==> src/vsiu_pkg.sv <==
`default_nettype none

package vsiu_pkg;

  localparam logic [7:0] OpPushf = 8'h9c;
  localparam logic [7:0] OpPopf  = 8'h9d;
  localparam logic [7:0] OpIret  = 8'hcf;
  localparam logic [7:0] OpHlt   = 8'hf4;
  localparam logic [7:0] OpCli   = 8'hfa;
  localparam logic [7:0] OpSti   = 8'hfb;

  localparam logic [31:0] FlRes1    = 32'h0000_0002;
  localparam logic [31:0] FlIf      = 32'h0000_0200;
  localparam logic [31:0] FlVm      = 32'h0002_0000;
  localparam logic [31:0] FlAc      = 32'h0004_0000;
  localparam logic [31:0] FlId      = 32'h0020_0000;
  localparam logic [31:0] FlW16     = 32'h0000_7fd5;
  localparam logic [31:0] FlW32     = FlW16 | FlAc | FlId;
  localparam logic [31:0] HighHalf  = 32'hffff_0000;

  typedef enum logic [1:0] {
    CPU_REAL16 = 2'd0,
    CPU_VM86   = 2'd1,
    CPU_OTHER  = 2'd2,
    CPU_RSVD   = 2'd3
  } vsiu_cpu_e;

  typedef enum logic [1:0] {
    MEM_OK       = 2'd0,
    MEM_FAULT    = 2'd1,
    MEM_ROLLBACK = 2'd2,
    MEM_RSVD     = 2'd3
  } vsiu_mem_e;

  typedef enum logic [2:0] {
    ST_EMULATED    = 3'd0,
    ST_HALTED      = 3'd1,
    ST_NOT_HANDLED = 3'd2,
    ST_INVALID     = 3'd3,
    ST_FAULT       = 3'd4,
    ST_ROLLBACK    = 3'd5
  } vsiu_status_e;

  typedef struct packed {
    logic [7:0]  mode;
    logic        operand32;
    vsiu_cpu_e   cpu_kind;
    logic [31:0] cur_ip;
    logic [31:0] cur_sp;
    logic [31:0] cur_flags;
    logic [15:0] cur_cs;
    logic [47:0] stack_data;
    vsiu_mem_e   mem_status;
  } vsiu_item_t;

  typedef struct packed {
    vsiu_status_e status;
    logic [15:0]  new_ip;
    logic [15:0]  new_sp;
    logic [31:0]  new_flags;
    logic [15:0]  new_cs;
    logic         write_enable;
    logic [15:0]  access_offset;
    logic [2:0]   access_bytes;
    logic [31:0]  write_data;
  } vsiu_result_t;

endpackage

`default_nettype wire

==> src/vm86_sensitive_instruction_unit.sv <==
// Channel   Handshake            Beat ports
// command   start_i / busy_o     mode_i .. mem_status_i
// result    done_o (strobe)      status_o .. write_data_o
//
// A command beat is registered on the edge it is accepted; its result is
// computed from that register and loaded into the result register on the next
// edge, so it shows on the result ports, with done_o high, for one cycle and is
// taken on the edge that ends that cycle. busy_o stays low, so a command can
// be accepted on every edge. The asynchronous reset clears both valid flags.
// The receiver cannot stall; each result is taken on the edge ending its cycle.

`default_nettype none

module vm86_sensitive_instruction_unit (
  input  wire logic        clk_i,
  input  wire logic        rst_ni,
  input  wire logic        start_i,
  output logic             busy_o,
  input  wire logic [7:0]  mode_i,
  input  wire logic        operand32_i,
  input  wire logic [1:0]  cpu_kind_i,
  input  wire logic [31:0] cur_ip_i,
  input  wire logic [31:0] cur_sp_i,
  input  wire logic [31:0] cur_flags_i,
  input  wire logic [15:0] cur_cs_i,
  input  wire logic [47:0] stack_data_i,
  input  wire logic [1:0]  mem_status_i,
  output logic             done_o,
  output logic [2:0]       status_o,
  output logic [15:0]      new_ip_o,
  output logic [15:0]      new_sp_o,
  output logic [31:0]      new_flags_o,
  output logic [15:0]      new_cs_o,
  output logic             write_enable_o,
  output logic [15:0]      access_offset_o,
  output logic [2:0]       access_bytes_o,
  output logic [31:0]      write_data_o
);

  vsiu_pkg::vsiu_item_t   item_d, item_q;
  vsiu_pkg::vsiu_result_t res_d, res_q;
  logic                   vld_q;
  logic                   done_q;
  logic                   accept;

  assign busy_o = 1'b0;
  assign accept = start_i && !busy_o;

  always_comb begin
    item_d.mode       = mode_i;
    item_d.operand32  = operand32_i;
    item_d.cpu_kind   = vsiu_pkg::vsiu_cpu_e'(cpu_kind_i);
    item_d.cur_ip     = cur_ip_i;
    item_d.cur_sp     = cur_sp_i;
    item_d.cur_flags  = cur_flags_i;
    item_d.cur_cs     = cur_cs_i;
    item_d.stack_data = stack_data_i;
    item_d.mem_status = vsiu_pkg::vsiu_mem_e'(mem_status_i);
  end

  vsiu_exec u_exec (
    .item_i   (item_q),
    .result_o (res_d)
  );

  always_ff @(posedge clk_i or negedge rst_ni) begin
    if (!rst_ni) begin
      vld_q  <= 1'b0;
      done_q <= 1'b0;
    end else begin
      vld_q  <= accept;
      done_q <= vld_q;
    end
  end

  always_ff @(posedge clk_i) begin
    if (accept) begin
      item_q <= item_d;
    end
    if (vld_q) begin
      res_q <= res_d;
    end
  end

  assign done_o          = done_q;
  assign status_o        = res_q.status;
  assign new_ip_o        = res_q.new_ip;
  assign new_sp_o        = res_q.new_sp;
  assign new_flags_o     = res_q.new_flags;
  assign new_cs_o        = res_q.new_cs;
  assign write_enable_o  = res_q.write_enable;
  assign access_offset_o = res_q.access_offset;
  assign access_bytes_o  = res_q.access_bytes;
  assign write_data_o    = res_q.write_data;

  a_accept_to_done: assert property (@(posedge clk_i) disable iff (!rst_ni)
    accept |=> ##1 done_o)
    else $error("accepted command did not produce a result two cycles later");

  a_no_spurious_done: assert property (@(posedge clk_i) disable iff (!rst_ni)
    !vld_q |=> !done_o)
    else $error("result strobe without a registered command");

  a_fail_zero_regs: assert property (@(posedge clk_i) disable iff (!rst_ni)
    (done_o && status_o != vsiu_pkg::ST_EMULATED && status_o != vsiu_pkg::ST_HALTED)
    |-> (new_ip_o == 16'd0 && new_sp_o == 16'd0 && new_flags_o == 32'd0 &&
         new_cs_o == 16'd0))
    else $error("failed result carries register values");

  a_write_size: assert property (@(posedge clk_i) disable iff (!rst_ni)
    (done_o && write_enable_o) |-> (access_bytes_o == 3'd2 || access_bytes_o == 3'd4))
    else $error("stack write with a bad size");

  a_invalid_quiet: assert property (@(posedge clk_i) disable iff (!rst_ni)
    (done_o && (status_o == vsiu_pkg::ST_INVALID || status_o == vsiu_pkg::ST_NOT_HANDLED))
    |-> (access_bytes_o == 3'd0 && !write_enable_o))
    else $error("stack access requested for an unhandled command");

endmodule

`default_nettype wire

==> src/vsiu_exec.sv <==
`default_nettype none

module vsiu_exec (
  input  wire vsiu_pkg::vsiu_item_t item_i,
  output vsiu_pkg::vsiu_result_t    result_o
);

  logic        regs_ok;
  logic        bad_state;
  logic [15:0] ip_next;
  logic [15:0] sp16;
  logic [2:0]  nbytes;
  logic [31:0] pop_mask;
  logic [31:0] pop_word;
  logic [31:0] iret_word;
  logic [15:0] nip;
  logic [15:0] nsp;
  logic [31:0] nfl;
  logic [15:0] ncs;

  assign sp16      = item_i.cur_sp[15:0];
  assign ip_next   = item_i.cur_ip[15:0] + (item_i.operand32 ? 16'd2 : 16'd1);
  assign nbytes    = item_i.operand32 ? 3'd4 : 3'd2;
  assign pop_mask  = item_i.operand32 ? vsiu_pkg::FlW32 : vsiu_pkg::FlW16;
  assign pop_word  = item_i.operand32 ? item_i.stack_data[31:0]
                                      : {16'h0000, item_i.stack_data[15:0]};
  assign iret_word = {16'h0000, item_i.stack_data[47:32]};
  assign bad_state = (item_i.cpu_kind != vsiu_pkg::CPU_REAL16 &&
                      item_i.cpu_kind != vsiu_pkg::CPU_VM86) ||
                     ((item_i.cur_ip & vsiu_pkg::HighHalf) != 32'd0) ||
                     ((item_i.cur_sp & vsiu_pkg::HighHalf) != 32'd0);

  always_comb begin
    result_o        = '0;
    result_o.status = vsiu_pkg::ST_NOT_HANDLED;
    regs_ok         = 1'b0;
    nip             = ip_next;
    nsp             = sp16;
    nfl             = item_i.cur_flags;
    ncs             = item_i.cur_cs;
    if (bad_state) begin
      result_o.status = vsiu_pkg::ST_INVALID;
    end else begin
      case (item_i.mode)
        vsiu_pkg::OpPushf: begin
          result_o.access_bytes  = nbytes;
          result_o.access_offset = sp16 - {13'd0, nbytes};
          result_o.write_enable  = 1'b1;
          result_o.write_data    = item_i.operand32 ?
              ((item_i.cur_flags & ~vsiu_pkg::FlVm) | vsiu_pkg::FlRes1) :
              ({16'h0000, item_i.cur_flags[15:0]} | vsiu_pkg::FlRes1);
          nsp = sp16 - {13'd0, nbytes};
          if (item_i.mem_status == vsiu_pkg::MEM_ROLLBACK) begin
            result_o.status = vsiu_pkg::ST_ROLLBACK;
          end else if (item_i.mem_status != vsiu_pkg::MEM_OK) begin
            result_o.status = vsiu_pkg::ST_FAULT;
          end else begin
            result_o.status = vsiu_pkg::ST_EMULATED;
            regs_ok         = 1'b1;
          end
        end
        vsiu_pkg::OpPopf: begin
          result_o.access_bytes  = nbytes;
          result_o.access_offset = sp16;
          nsp = sp16 + {13'd0, nbytes};
          nfl = (item_i.cur_flags & ~pop_mask) | (pop_word & pop_mask) |
                vsiu_pkg::FlRes1;
          if (item_i.mem_status != vsiu_pkg::MEM_OK) begin
            result_o.status = vsiu_pkg::ST_FAULT;
          end else begin
            result_o.status = vsiu_pkg::ST_EMULATED;
            regs_ok         = 1'b1;
          end
        end
        vsiu_pkg::OpIret: begin
          if (!item_i.operand32) begin
            result_o.access_bytes  = 3'd6;
            result_o.access_offset = sp16;
            nip = item_i.stack_data[15:0];
            ncs = item_i.stack_data[31:16];
            nsp = sp16 + 16'd6;
            nfl = (item_i.cur_flags & ~vsiu_pkg::FlW16) |
                  (iret_word & vsiu_pkg::FlW16) | vsiu_pkg::FlRes1;
            if (item_i.mem_status != vsiu_pkg::MEM_OK) begin
              result_o.status = vsiu_pkg::ST_FAULT;
            end else begin
              result_o.status = vsiu_pkg::ST_EMULATED;
              regs_ok         = 1'b1;
            end
          end
        end
        vsiu_pkg::OpHlt: begin
          result_o.status = vsiu_pkg::ST_HALTED;
          regs_ok         = 1'b1;
        end
        vsiu_pkg::OpCli: begin
          result_o.status = vsiu_pkg::ST_EMULATED;
          regs_ok         = 1'b1;
          nfl             = item_i.cur_flags & ~vsiu_pkg::FlIf;
        end
        vsiu_pkg::OpSti: begin
          result_o.status = vsiu_pkg::ST_EMULATED;
          regs_ok         = 1'b1;
          nfl             = item_i.cur_flags | vsiu_pkg::FlIf;
        end
        default: begin
          result_o.status = vsiu_pkg::ST_NOT_HANDLED;
        end
      endcase
    end
    if (regs_ok) begin
      result_o.new_ip    = nip;
      result_o.new_sp    = nsp;
      result_o.new_flags = nfl;
      result_o.new_cs    = ncs;
    end
  end

endmodule

`default_nettype wire

==> config.mk <==
export PLATFORM = sky130hd
export DESIGN_NAME = vm86_sensitive_instruction_unit
export DESIGN_NICKNAME = d
export VERILOG_FILES = /design/src/vsiu_pkg.sv /design/src/vm86_sensitive_instruction_unit.sv /design/src/vsiu_exec.sv
export SDC_FILE = /design/constraint.sdc
export NUM_CORES = 1
export LEC_CHECK = 0
export ABC_AREA = 1
export BUFFER_PORTS_ARGS = -buffer_cell sky130_fd_sc_hd__buf_2
export CORE_UTILIZATION = 45
export DETAILED_ROUTE_END_ITERATION = 10
export MAX_ROUTING_LAYER = met4
export PLACE_DENSITY_LB_ADDON = 0.08
export SLEW_MARGIN = 10
export SYNTH_ARGS = -nofsm -noshare
export SYNTH_HDL_FRONTEND = slang
export SYNTH_SLANG_ARGS = --single-unit
==> constraint.sdc <==
create_clock -name clk_i -period 4.15 [get_ports clk_i]
set_clock_uncertainty 0.1 [all_clocks]
set_input_delay 0.2075 -clock clk_i [delete_from_list [all_inputs] [get_ports clk_i]]
set_output_delay 0.2075 -clock clk_i [all_outputs]
set_load 0.05 [all_outputs]
==> results.yml <==
outcome:
  status: "finished, final reports clean"
timing:
  rsz0062_at_grt: "false"
  min_period_over_period_pct: 68.6
  worst_slew_pin_slew_ns: 0.996
  setup_viol: 0
  period_needed_ns: 2.85
  slew_viol_final: 0
  holdWs_ns: 0.0637
  relSlewSlack_pct: 33.4
  tns_ns: 0
  hold_viol: 0
  fmax_mhz: 351
clock_network:
  clkSinkCount: 303
  clk_pin_slew_ns: 0.06
  clock-root-buffer: "clkbuf_16"
  cts_tree: "built"
  cts_buffer_depth: 3
  cts_htree_levels: 2
  clk_latency_ns: 0.51
  cts_buffers: 34
setup_path:
  crit_type: "flop to flop"
  critPathLaunchType: "flop"
  crit_start: "item_q[164]$_DFFE_PP_"
  crit_required_ns: 4.37
  critPathCaptureType: "flop"
  path_max_fanout: 34
  crit_arrival_ns: 3.07
  r2r-start: "item_q[164]$_DFFE_PP_"
floorplanning:
  coreArea_um2: 29000
  dieArea_um2: 30600
  die_w_um: 175
  pin_count: 313
  num_rows: 62
  initial_core_util_pct: 46.3
  die_h_um: 175
power:
  internal_power_mw: 5.62
  p_switching_mw: 1.86
  power.share.switching_pct: 24.8
  pwr-share-clk_pct: 39.2
  pwr-share-comb_pct: 11.2
  p_leak_nw: 7.75
  vdd_ir_drop_max_mv: 0.356
  seq_power_share_pct: 49.5
  power_density_nw_per_um2: 413
finish:
  final_util_pct: 62.5
  nFillCells: 2434
  area_growth_pct: 34.8
  final_cell_mix: "nand2_1, buf_2, edfxtp_1"
  drive_gt1_share_pct: 21.6
  fin_nets: 1954
  layout_commonest_cell: "nand2_1"
grt:
  grt-ovfl-total: 0
  grt_pass1_wl_mm: 55.5
  grt_antenna_before_repair: 2
  grt_pass1_vias: 10294
  grt_max_degree: 94
  grt_usage_pct: 24.3
synth:
  syn_area_um2: 13400
  synthArstFlopShare_pct: 0.660
  ys_ff_latch: 303
  synth_warnings: 0
  synth-edff-count: 301
  synth_ff_type: "edfxtp_1"
  synthDominantAreaCellType: "edfxtp_1"
  synth_top_area_share_pct: 67.3
  syn_avg_cell_area_um2: 10.4
  synth.area.top_cells: "edfxtp_1, nand2_1, nor2_1, inv_1, nand3_1"
  yosysUniqueCellTypes: 40
  syn_inst: 1293
  ys_seq_area_share_pct: 67.6
worst_hold_path:
  worstHoldStart: "start_i"
  hp-class: "primary input to flop"
place:
  dpl.hpwl_mm: 23.5
  place_congestion: 0.874
  port_buffers: 304
run:
  cap_violations: 0
route:
  drt_iter0_markers: 865
  drt_first_pass_iters: 5
  vias_per_cell: 4.94
  wirelength_mm: 36.2
  wl_per_cell_um: 16.6
  ant_nets: 0
  vias: 10755
  route.detailed.drc: 0
==> flip-flops by register name, indices dropped and copies added, names as in the netlist, 2 cells and up <==
name,flops
item_q,168
new_flags_o,32
write_data_o,31
access_offset_o,16
new_cs_o,16
new_ip_o,16
new_sp_o,16
status_o,3
access_bytes_o,2
==> final timing paths <==
| kind | to | slack (ns) | depth (start not counted) |
|---|---|---|---|
| setup / recovery | access_offset_o[14]$_SDFFCE_PP0P_ | 1.30 | 9 |
| hold / removal | vld_q$_DFF_PN0_ | 0.06 | 1 |
| setup reg to reg | access_offset_o[14]$_SDFFCE_PP0P_ | 1.30 | 9 |
| hold reg to reg | new_cs_o[14]$_SDFFCE_PN0P_ | 0.45 | 2 |
| max in group asynchronous | vld_q$_DFF_PN0_ | 3.34 | 3 |
| min in group asynchronous | vld_q$_DFF_PN0_ | 0.46 | 3 |
==> repair_timing <==
item                                   CTS  global route
buffers inserted                         0             0
hold buffers                           170             0
endpoints found under the hold margin  170             0
gates resized for setup                  0             0
==> per-stage QoR <==
| step | total power, mW | worst slack (ns) | cells | cell area [um^2] |
|---|---|---|---|---|
| floorplan | 4.20 | 0.558 | 1295 | 13400 |
| global placement | 4.47 | 1.26 | 1946 | 15300 |
| detailed placement | 4.48 | 1.27 | 1946 | 15300 |
| CTS | 7.54 | 1.25 | 2175 | 18100 |
| global route | 7.75 | 0.969 | 2177 | 18100 |
| finish | 7.48 | 1.30 | 2178 | 18100 |
==> metal layers <==
metal  global-route usage, %  vias to the layer above  wire length [um]
met5                       -                        -                 0
met4                    6.74                        0               839
met3                    4.57                       62              2450
met2                    38.6                      396             17100
met1                    31.9                     5016             15900
li1                        -                     5281                 -
==> critical path, cell delays in order, from the launching register on <==
cell and delay (ns):
edfxtp_1 0.35, buf_4 0.22, inv_2 0.19, buf_4 0.37
nand2_1 0.44, nand2_1 0.41, inv_1 0.24, nor2_1 0.14
inv_1 0.05, a21oi_1 0.14
==> power groups by stage <==
stage,registers [mW],clock network [mW],logic [mW]
3_3_place_gp,3.76,0,0.703
5_1_grt,3.73,3.12,0.906
4_1_cts,3.71,2.99,0.839
2_1_floorplan,3.99,0,0.215
3_5_place_dp,3.77,0,0.709
6_report,3.71,2.93,0.842
==> logic make-up (layout without fill, tap and decap cells) <==
| kind of cell | Yosys count | after routing | share of synthesized area, % |
|---|---|---|---|
| AND/OR/NAND/NOR | 673 | 673 | 20.6 |
| flip-flops | 303 | 303 | 67.6 |
| XOR/XNOR | 8 | 8 | 0.521 |
| adder cells (fa/ha/maj) | 10 | 10 | 1.10 |
| AO/OA/AOI/OAI | 115 | 115 | 4.50 |
| other | 1 | 6 | 0.0279 |
| buffers and inverters | 183 | 679 | 5.60 |
==> synth_stat cells, types with 9 or more instances <==
cell type	instances
o21ai_1	12
edfxtp_1	301
buf_2	19
nand4_1	17
inv_1	129
nand3_1	88
clkbuf_1	16
nand2_1	314
buf_4	9
o21ai_0	46
nor2_1	228
a21oi_1	46
==> layout make-up <==
type	instances	area, um^2	share of cell area [%]
multi-input cells	809	3620	20.0
clock inverters	16	164	0.904
repair buffers	486	3340	18.5
flip-flops and latches	303	9090	50.2
diodes	3	7.51	0.0414
well taps	384	480	2.65
inverters	134	503	2.78
clock buffers	43	916	5.05
(Power assumes the default switching activity.)
